==> src/ckb_pkg.sv <==
// ----------------------------------------------------------------------------
// ckb_pkg: shared definitions of the color key blitter
// Widths, register indexes and the settings bundle that the configuration
// block hands to the pixel path.
// ----------------------------------------------------------------------------
`default_nettype none

package ckb_pkg;

  localparam int MaxDim   = 2048;
  localparam int DimW     = $clog2(MaxDim);
  localparam int AddrW    = 22;
  localparam int PixW     = 32;
  localparam int ColorW   = 24;
  localparam int PosW     = 11;
  localparam int StrideW  = 12;
  localparam int SizeW    = 12;
  localparam int CfgIdxW  = 3;
  localparam int CfgDataW = 24;
  localparam int ProdW    = PosW + StrideW;

  localparam logic [ColorW-1:0] ColorMask = 24'hff_ffff;

  localparam logic [CfgIdxW-1:0] RegDestX      = 3'd0;
  localparam logic [CfgIdxW-1:0] RegDestY      = 3'd1;
  localparam logic [CfgIdxW-1:0] RegDestStride = 3'd2;
  localparam logic [CfgIdxW-1:0] RegCopyWidth  = 3'd3;
  localparam logic [CfgIdxW-1:0] RegCopyHeight = 3'd4;
  localparam logic [CfgIdxW-1:0] RegKeyColor   = 3'd5;
  localparam logic [CfgIdxW-1:0] RegKeyMode    = 3'd6;

  typedef struct packed {
    logic [AddrW-1:0]   origin;
    logic [StrideW-1:0] stride;
    logic [DimW-1:0]    col_last;
    logic [DimW-1:0]    row_last;
    logic [ColorW-1:0]  key_color;
    logic               key_mode;
    logic               block_input;
  } ckb_cfg_t;

  // Index of the last column or row for a programmed size; zero acts as one
  // and anything above the maximum acts as the maximum.
  function automatic logic [DimW-1:0] last_index(input logic [SizeW-1:0] size);
    logic [DimW-1:0] res;
    if (size == '0) begin
      res = '0;
    end else if (32'(size) > MaxDim) begin
      res = DimW'(MaxDim - 1);
    end else begin
      res = DimW'(size - SizeW'(1));
    end
    return res;
  endfunction

endpackage

`default_nettype wire

==> src/color_key_blitter.sv <==
// ----------------------------------------------------------------------------
// color_key_blitter: color-keyed rectangle blitter
// Turns a raster stream of source pixels into destination writes.
// ----------------------------------------------------------------------------
// One source word is taken per clock and one destination write comes out per
// clock, while the output is not stalled and the input is not closed for a
// configuration write. A word is held in the input register when it is
// accepted, and its write is loaded into the output register once the output
// is free and shown from there. While a result waits, the input register can
// take one more word, and then the input closes until the output moves.
// The destination origin (dest_y times stride plus dest_x) and the clamped
// rectangle size are held in registers computed from the configuration, so
// the input word channel is closed during a configuration write and the
// cycle after it. Rows advance by adding the stride to the row start address;
// every address wraps at 22 bits.
`default_nettype none

module color_key_blitter (
  input  wire logic                         clk_i,
  input  wire logic                         rst_ni,
  input  wire logic                         cfg_valid_i,
  output logic                              cfg_ready_o,
  input  wire logic [ckb_pkg::CfgIdxW-1:0]  cfg_index_i,
  input  wire logic [ckb_pkg::CfgDataW-1:0] cfg_data_i,
  input  wire logic                         in_valid_i,
  output logic                              in_ready_o,
  input  wire logic [ckb_pkg::PixW-1:0]     src_pixel_i,
  output logic                              out_valid_o,
  input  wire logic                         out_ready_i,
  output logic [ckb_pkg::AddrW-1:0]         dest_address_o,
  output logic [ckb_pkg::PixW-1:0]          write_pixel_o,
  output logic                              write_enable_o,
  output logic                              last_pixel_o
);
  import ckb_pkg::*;

  ckb_cfg_t cfg;

  ckb_cfg_regs u_cfg_regs (
    .clk_i       (clk_i),
    .rst_ni      (rst_ni),
    .cfg_valid_i (cfg_valid_i),
    .cfg_ready_o (cfg_ready_o),
    .cfg_index_i (cfg_index_i),
    .cfg_data_i  (cfg_data_i),
    .cfg_o       (cfg)
  );

  ckb_pixel_path u_pixel_path (
    .clk_i          (clk_i),
    .rst_ni         (rst_ni),
    .cfg_i          (cfg),
    .in_valid_i     (in_valid_i),
    .in_ready_o     (in_ready_o),
    .src_pixel_i    (src_pixel_i),
    .out_valid_o    (out_valid_o),
    .out_ready_i    (out_ready_i),
    .dest_address_o (dest_address_o),
    .write_pixel_o  (write_pixel_o),
    .write_enable_o (write_enable_o),
    .last_pixel_o   (last_pixel_o)
  );

endmodule

`default_nettype wire

==> src/ckb_cfg_regs.sv <==
// ----------------------------------------------------------------------------
// ckb_cfg_regs: configuration registers
// Holds the programmed registers and registers the derived origin address
// and the last column and row indexes for the pixel path.
// ----------------------------------------------------------------------------
`default_nettype none

module ckb_cfg_regs (
  input  wire logic                         clk_i,
  input  wire logic                         rst_ni,
  input  wire logic                         cfg_valid_i,
  output logic                              cfg_ready_o,
  input  wire logic [ckb_pkg::CfgIdxW-1:0]  cfg_index_i,
  input  wire logic [ckb_pkg::CfgDataW-1:0] cfg_data_i,
  output ckb_pkg::ckb_cfg_t                 cfg_o
);
  import ckb_pkg::*;

  logic [PosW-1:0]    dest_x_q, dest_y_q;
  logic [StrideW-1:0] stride_q;
  logic [SizeW-1:0]   width_q, height_q;
  logic [ColorW-1:0]  key_color_q;
  logic               key_mode_q;
  logic [AddrW-1:0]   origin_q;
  logic [DimW-1:0]    col_last_q, row_last_q;
  logic               settle_q;
  logic [ProdW-1:0]   row_offset;
  logic               cfg_write;

  assign cfg_ready_o = 1'b1;
  assign cfg_write   = cfg_valid_i & cfg_ready_o;
  assign row_offset  = ProdW'(dest_y_q) * ProdW'(stride_q);

  always_ff @(posedge clk_i or negedge rst_ni) begin
    if (!rst_ni) begin
      dest_x_q    <= '0;
      dest_y_q    <= '0;
      stride_q    <= StrideW'(2048);
      width_q     <= SizeW'(1);
      height_q    <= SizeW'(1);
      key_color_q <= '0;
      key_mode_q  <= 1'b0;
    end else if (cfg_write) begin
      case (cfg_index_i)
        RegDestX:      dest_x_q    <= cfg_data_i[PosW-1:0];
        RegDestY:      dest_y_q    <= cfg_data_i[PosW-1:0];
        RegDestStride: stride_q    <= cfg_data_i[StrideW-1:0];
        RegCopyWidth:  width_q     <= cfg_data_i[SizeW-1:0];
        RegCopyHeight: height_q    <= cfg_data_i[SizeW-1:0];
        RegKeyColor:   key_color_q <= cfg_data_i[ColorW-1:0] & ColorMask;
        RegKeyMode:    key_mode_q  <= cfg_data_i[0];
        default: ;
      endcase
    end
  end

  // Derived values are registered from the programmed registers; settle_q keeps
  // the input closed until they have caught up.
  always_ff @(posedge clk_i or negedge rst_ni) begin
    if (!rst_ni) begin
      origin_q   <= '0;
      col_last_q <= '0;
      row_last_q <= '0;
      settle_q   <= 1'b0;
    end else begin
      origin_q   <= row_offset[AddrW-1:0] + AddrW'(dest_x_q);
      col_last_q <= last_index(width_q);
      row_last_q <= last_index(height_q);
      settle_q   <= cfg_write;
    end
  end

  always_comb begin
    cfg_o.origin      = origin_q;
    cfg_o.stride      = stride_q;
    cfg_o.col_last    = col_last_q;
    cfg_o.row_last    = row_last_q;
    cfg_o.key_color   = key_color_q;
    cfg_o.key_mode    = key_mode_q;
    cfg_o.block_input = cfg_valid_i | settle_q;
  end

endmodule

`default_nettype wire

==> src/ckb_pixel_path.sv <==
// ----------------------------------------------------------------------------
// ckb_pixel_path: pixel pipeline
// Input register, raster counters and address/key logic feeding the
// output register.
// ----------------------------------------------------------------------------
`default_nettype none

module ckb_pixel_path (
  input  wire logic                      clk_i,
  input  wire logic                      rst_ni,
  input  wire ckb_pkg::ckb_cfg_t         cfg_i,
  input  wire logic                      in_valid_i,
  output logic                           in_ready_o,
  input  wire logic [ckb_pkg::PixW-1:0]  src_pixel_i,
  output logic                           out_valid_o,
  input  wire logic                      out_ready_i,
  output logic [ckb_pkg::AddrW-1:0]      dest_address_o,
  output logic [ckb_pkg::PixW-1:0]       write_pixel_o,
  output logic                           write_enable_o,
  output logic                           last_pixel_o
);
  import ckb_pkg::*;

  logic             s1_valid_q;
  logic [PixW-1:0]  s1_pixel_q;
  logic [DimW-1:0]  col_q, row_q;
  logic [AddrW-1:0] row_start_q;
  logic             out_valid_q;
  logic [AddrW-1:0] addr_q;
  logic [PixW-1:0]  pixel_q;
  logic             we_q, last_q;

  logic             out_free, s1_move, in_take;
  logic             first, row_end, last;
  logic [AddrW-1:0] row_base, addr_d;
  logic [PixW-1:0]  pixel_d;
  logic             we_d;

  assign out_free   = ~out_valid_q | out_ready_i;
  assign s1_move    = s1_valid_q & out_free;
  assign in_ready_o = (~s1_valid_q | out_free) & ~cfg_i.block_input;
  assign in_take    = in_valid_i & in_ready_o;

  always_comb begin
    first    = (col_q == '0) && (row_q == '0);
    row_base = first ? cfg_i.origin : row_start_q;
    addr_d   = row_base + AddrW'(col_q);
    row_end  = col_q >= cfg_i.col_last;
    last     = row_end && (row_q >= cfg_i.row_last);
    if (cfg_i.key_mode) begin
      pixel_d = {{(PixW-ColorW){1'b0}}, s1_pixel_q[ColorW-1:0]};
      we_d    = s1_pixel_q[ColorW-1:0] != cfg_i.key_color;
    end else begin
      pixel_d = s1_pixel_q;
      we_d    = 1'b1;
    end
  end

  always_ff @(posedge clk_i or negedge rst_ni) begin
    if (!rst_ni) begin
      s1_valid_q  <= 1'b0;
      out_valid_q <= 1'b0;
      col_q       <= '0;
      row_q       <= '0;
      row_start_q <= '0;
    end else begin
      if (in_take) begin
        s1_valid_q <= 1'b1;
      end else if (s1_move) begin
        s1_valid_q <= 1'b0;
      end

      if (s1_move) begin
        out_valid_q <= 1'b1;
      end else if (out_ready_i) begin
        out_valid_q <= 1'b0;
      end

      if (s1_move) begin
        if (last) begin
          col_q       <= '0;
          row_q       <= '0;
          row_start_q <= cfg_i.origin;
        end else if (row_end) begin
          col_q       <= '0;
          row_q       <= row_q + DimW'(1);
          row_start_q <= row_base + AddrW'(cfg_i.stride);
        end else begin
          col_q       <= col_q + DimW'(1);
          row_start_q <= row_base;
        end
      end
    end
  end

  always_ff @(posedge clk_i) begin
    if (in_take) begin
      s1_pixel_q <= src_pixel_i;
    end
    if (s1_move) begin
      addr_q  <= addr_d;
      pixel_q <= pixel_d;
      we_q    <= we_d;
      last_q  <= last;
    end
  end

  assign out_valid_o    = out_valid_q;
  assign dest_address_o = addr_q;
  assign write_pixel_o  = pixel_q;
  assign write_enable_o = we_q;
  assign last_pixel_o   = last_q;

endmodule

`default_nettype wire

==> config.mk <==
export PLATFORM = sky130hd
export DESIGN_NAME = color_key_blitter
export DESIGN_NICKNAME = d
export VERILOG_FILES = /design/src/ckb_pkg.sv /design/src/color_key_blitter.sv /design/src/ckb_cfg_regs.sv /design/src/ckb_pixel_path.sv
export SDC_FILE = /design/constraint.sdc
export NUM_CORES = 1
export LEC_CHECK = 0
export BUFFER_PORTS_ARGS = -buffer_cell sky130_fd_sc_hd__buf_2
export CORE_MARGIN = 3
export CORE_UTILIZATION = 34
export CTS_CLUSTER_SIZE = 12
export DETAILED_ROUTE_END_ITERATION = 12
export GPL_TIMING_DRIVEN = 0
export PLACE_DENSITY = 0.54
export RECOVER_POWER = 100
export SETUP_SLACK_MARGIN = 0.02
export SYNTH_ARGS = -nofsm -noshare
export SYNTH_HDL_FRONTEND = slang
export SYNTH_SLANG_ARGS = --single-unit
==> constraint.sdc <==
create_clock -name clk_i -period 4.9 [get_ports clk_i]
set_input_delay 0.49 -clock clk_i [delete_from_list [all_inputs] [get_ports clk_i]]
set_output_delay 0.49 -clock clk_i [all_outputs]
set_load 0.01 [all_outputs]
==> flow_summary.yaml <==
worst_setup_path:
  crit_path_top_delay_cell: "sky130_fd_sc_hd__fa_1"
  worst_setup_path_startpoint: "u_cfg_regs.stride_q[3]"
  worstSetupEndpoint: "u_cfg_regs.origin_q[20]"
  cp_data_arrival_time_ns: 5.66
  worst_stage_delay_on_the_critical_path_ns: 0.56
  r2r_worst_path_depth: 20
  critical_path.cell_chain: "buf_8 > and2_4 > fa_1 > inv_1 > fa_1 > inv_2 > fa_1 > fa_1 > inv_1 > fa_1 > inv_2 > ha_4 > a21o_1 > a21o_1 > a21o_1 > o21a_1 > o21ai_2 > a2111oi_4 > a311oi_2 > xnor2_1"
  setup.worst_path.end_class: "flop"
  crit_path_depth: 20
  reg2reg_to: "u_cfg_regs.origin_q[20]"
  critical_path_class: "flop to flop"
  crit_path_start_kind: "flop"
  required_ns: 5.35
  critical_path.most_common_cell: "sky130_fd_sc_hd__fa_1"
  worstPathMaxFanout: 4
  worst-path-buf-inv: 5
  worst_path_dominant_cell_family: "adder cells"
  reg2reg_from: "u_cfg_regs.stride_q[3]"
  timing.reg2reg.setup_slack_ns: -0.31
timing:
  unrepaired_setup_endpoints_after_global_routing: "true"
  actual_slew_at_the_worst_max_slew_pin_ns: 3.670
  worst_slew_margin_rel_pct: -144.6
  setup_violations: 6
  accumulated_negative_setup_slack_ns: -1.241
  finalHoldViolCount: 0
  fin_crit_sh_pct: 106.3
  finalWorstPathRequiredPeriod_ns: 5.211
  skew_ns: 0.01616
  postLayoutSetupSlackWorst_ns: -0.3106
  report.final.slew_viol_count: 155
  max_freq_mhz: 191.9
yosys:
  synth_enable_flop_cells: 88
  synth_warnings: 0
  prevailing_post_synth_register_cell: "sky130_fd_sc_hd__dfrtp_1"
  ys_seq_area_share_pct: 40.94
  syn-instance-count: 1644
  postSynth.asyncResetShare_pct: 66.41
  netlist_area_before_placement_sq_um: 17100
  syn-mean-instance-area_sq_um: 10.40
  count_of_unique_library_cells_instantiated_by_yosys: 65
  postSynthRegisterBits: 262
  syn-num-nets: 1919
clock_network:
  ctsLongestPathBuffers: 3
  clk_pin_slew_worst_paths_ns: 0.06
  clk-insertion-delay-late_ns: 0.54
  clock_tree_from_tritoncts: "yes"
  cts_h_tree_depth: 2
  numCtsBuffers: 34
  clock-root-buffer: "sky130_fd_sc_hd__clkbuf_16"
  count_of_clock_tree_sinks: 262
power:
  ir_drop_mv: 0.8306
  p_leak_nw: 9.003
  power_density_nw_per_um2: 784.7
hold_path:
  holdCritPathClass: "primary input to flop"
  worst_hold_startpoint: "src_pixel_i[14]"
route:
  post_drt_wl_per_cell_um: 18.06
  final_antenna_net_count: 0
  vias: 12420
  detailedRoute.firstPassIterationCount: 5
  vias_per_cell: 4.914
  drt_drc_violations_left: 0
  drt-total-wl_mm: 45.65
  iteration_0_drc_markers: 777
floorplanning:
  std_cell_rows: 81
  fp.dieH_um: 230.3
  initial_utilization_pct: 34.65
  core_region_area_sq_um: 49360
  fp.dieArea_sq_um: 53020
  dieWidth_um: 230.3
  io_count: 123
global_route:
  antenna_found_initial: 1
  gr-usage-met1_pct: 22.86
  grt_overflow: 0
  globalRouteTotalUtil_pct: 17.30
  grt_util_met2_pct: 29.44
  grt_first_pass_wirelength_mm: 72.30
  grt-busiest-layer: "met2"
  number_of_global_route_vias_before_repair: 12680
  largest_net_degree_at_the_start_of_global_routing: 111
  gr-usage-met3_pct: 2.329
finish:
  layout_cells_sized_above_1_pct: 16.48
  fill_cells: 4795
  final_area_sq_um: 20230
  post_layout_nets: 2113
  syn2layout_area_growth_pct: 18.28
  fin_cells: 2528
run:
  drv.max_cap_violation_count: 3
placed_design:
  place_hpwl_mm: 33.47
  place.gp.congestion: 0.8672
  placed_area_sq_um: 18650
  placed_cells: 2431
  port-buffer-count: 121
status:
  status: "finished with violations"
  failed_checks: "max-capacitance violations, max-slew violations, negative setup slack"
==> cell type report <==
type,count,area [sq um],area share [%]
antenna,1,2.502,0.01237
buffer,61,439.2,2.171
clock buffer,54,996.0,4.924
clock inverter,7,81.33,0.4021
inverter,187,701.9,3.470
multi-input combinational,1132,9314,46.05
sequential,262,7017,34.69
tap,664,830.8,4.108
timing repair buffer,160,843.3,4.170
==> layer usage <==
metal | part of all wire [%] | vias to the layer above
met3 | 3.7 | 66
met1 | 44 | 6144
met4 | 2.7 | 0
met5 | 0 | -
li1 | - | 5948
met2 | 49 | 264
==> cell usage after synthesis (3+ instances only) <==
library cell	instances	area, sq um
sky130_fd_sc_hd__ha_1	110	1376
sky130_fd_sc_hd__and2_1	60	375.4
sky130_fd_sc_hd__a211o_1	3	26.28
sky130_fd_sc_hd__nor3_1	26	130.1
sky130_fd_sc_hd__xnor2_1	57	499.2
sky130_fd_sc_hd__dfstp_2	3	78.83
sky130_fd_sc_hd__mux2i_1	14	140.1
sky130_fd_sc_hd__a32oi_1	3	26.28
sky130_fd_sc_hd__fa_1	101	2022
sky130_fd_sc_hd__nand4b_1	3	26.28
sky130_fd_sc_hd__or2_2	6	37.54
sky130_fd_sc_hd__inv_1	187	701.9
sky130_fd_sc_hd__nor4_1	11	68.82
sky130_fd_sc_hd__o21a_1	11	82.58
sky130_fd_sc_hd__nand2b_1	18	112.6
sky130_fd_sc_hd__o311a_1	3	30.03
sky130_fd_sc_hd__nor2_1	65	244.0
sky130_fd_sc_hd__o211ai_1	6	45.04
sky130_fd_sc_hd__a41oi_1	6	52.55
sky130_fd_sc_hd__or3_1	6	37.54
sky130_fd_sc_hd__buf_1	6	22.52
sky130_fd_sc_hd__o21ai_0	80	400.4
sky130_fd_sc_hd__nand4_1	15	93.84
sky130_fd_sc_hd__dfrtp_1	171	4279
sky130_fd_sc_hd__a31oi_1	9	56.30
sky130_fd_sc_hd__o21bai_1	4	30.03
sky130_fd_sc_hd__mux2_2	74	833.3
sky130_fd_sc_hd__nand3_1	39	195.2
sky130_fd_sc_hd__a311oi_1	3	26.28
sky130_fd_sc_hd__o31ai_1	8	60.06
sky130_fd_sc_hd__and3_1	14	87.58
sky130_fd_sc_hd__a31o_2	3	26.28
sky130_fd_sc_hd__a21oi_1	47	235.2
sky130_fd_sc_hd__a21boi_0	3	22.52
sky130_fd_sc_hd__xor2_1	37	324.1
sky130_fd_sc_hd__a21o_1	13	97.59
sky130_fd_sc_hd__nor3b_1	3	22.52
sky130_fd_sc_hd__a211oi_1	16	120.1
sky130_fd_sc_hd__clkbuf_1	54	202.7
sky130_fd_sc_hd__nor4b_1	4	35.03
sky130_fd_sc_hd__edfxtp_1	88	2643
sky130_fd_sc_hd__nand2_1	206	773.2
sky130_fd_sc_hd__o22ai_1	4	25.02
sky130_fd_sc_hd__nor2b_1	15	93.84
==> registers in the layout, indices dropped and copies added, names as in the netlist, 12 cells and up <==
| signal | cells |
|---|---|
| u_cfg_regs.key_color_q | 24 |
| u_pixel_path.s1_pixel_q | 32 |
| u_cfg_regs.stride_q | 12 |
| u_pixel_path.write_pixel_o | 32 |
| u_cfg_regs.height_q | 12 |
| u_cfg_regs.width_q | 12 |
| u_cfg_regs.origin_q | 22 |
| u_pixel_path.dest_address_o | 22 |
| u_pixel_path.row_start_q | 22 |
==> stage by stage <==
step                      total power [W]  hold WS, ns  utilization, %  setup WS, ns
after floorplan                  0.009877       0.1944               -      -0.01150
after global placement            0.01189       0.4524           37.64       -0.8634
after detailed placement          0.01204       0.4576           37.78       -0.8925
after CTS                         0.01535      0.08287           40.62       -0.5099
after global routing              0.01739      0.09471           40.98       -0.4674
final                             0.01587       0.1208           40.98       -0.3106
==> cells by family after synthesis <==
logic type                 after synthesis  share of synthesized area (%)
AOI/OAI and AO/OA                      237                          8.883
xor gates and xnor gates                94                          4.815
adders and majority gates              211                          19.87
buffers and inverters                  250                          5.597
DFF                                    262                          40.94
muxes                                   89                          5.780
other                                    1                        0.02193
and+or+nand+nor                        500                          14.09
==> report_power, final <==
part / total (W) / internal, W / switching (W)
clock: 0.00241 / 0.00145 / 0.000960
combinational: 0.0103 / 0.00481 / 0.00548
sequential: 0.00318 / 0.00283 / 0.000350
total: 0.0159 / 0.00908 / 0.00679
==> layout by cell type, fill, tap and decap left out, drive strengths merged, types with 6 or more instances in the layout <==
cell | synthesis | layout
a21oi | 47 | 47
o211ai | 6 | 6
clkbuf | 54 | 155
a211oi | 16 | 16
or2 | 7 | 7
o31ai | 8 | 8
nand2b | 18 | 18
or3 | 6 | 6
nor2b | 15 | 15
nand4 | 15 | 15
o21ai | 80 | 80
and2 | 60 | 60
buf | 9 | 119
a21o | 13 | 13
xnor2 | 57 | 57
nand2 | 206 | 206
a41oi | 6 | 6
nor2 | 65 | 65
nand3 | 39 | 39
nor4 | 11 | 11
mux2i | 14 | 14
dfrtp | 171 | 171
and3 | 14 | 14
a31oi | 9 | 9
o21a | 11 | 11
ha | 110 | 110
inv | 187 | 189
mux2 | 75 | 75
edfxtp | 88 | 88
fa | 101 | 101
xor2 | 37 | 37
nor3 | 26 | 26
==> repair_timing <==
action | 4_1_cts | 5_1_grt
pin swaps | 21 | 30
hold endpoints to repair | 63 | 0
gates cloned | 0 | 1
setup endpoints to repair | 31 | 26
hold buffers | 1 | 0
gates resized for setup | 76 | 59
setup buffers | 13 | 22
==> how the worst min path moves through the flow <==
| stage | end | slack (ns) | cells past startpoint |
|---|---|---|---|
| after detailed placement | u_pixel_path.write_pixel_o[23] | 0.46 | 0 |
| after CTS | u_pixel_path.s1_pixel_q[0] | 0.08 | 1 |
| after floorplan | u_cfg_regs.col_last_q[0] | 0.19 | 0 |
| after global placement | u_pixel_path.write_pixel_o[2] | 0.45 | 0 |
| after global routing | u_pixel_path.s1_pixel_q[14] | 0.09 | 1 |
| final | u_pixel_path.s1_pixel_q[14] | 0.12 | 1 |
Note: power is estimated with default switching activity, not from simulation.
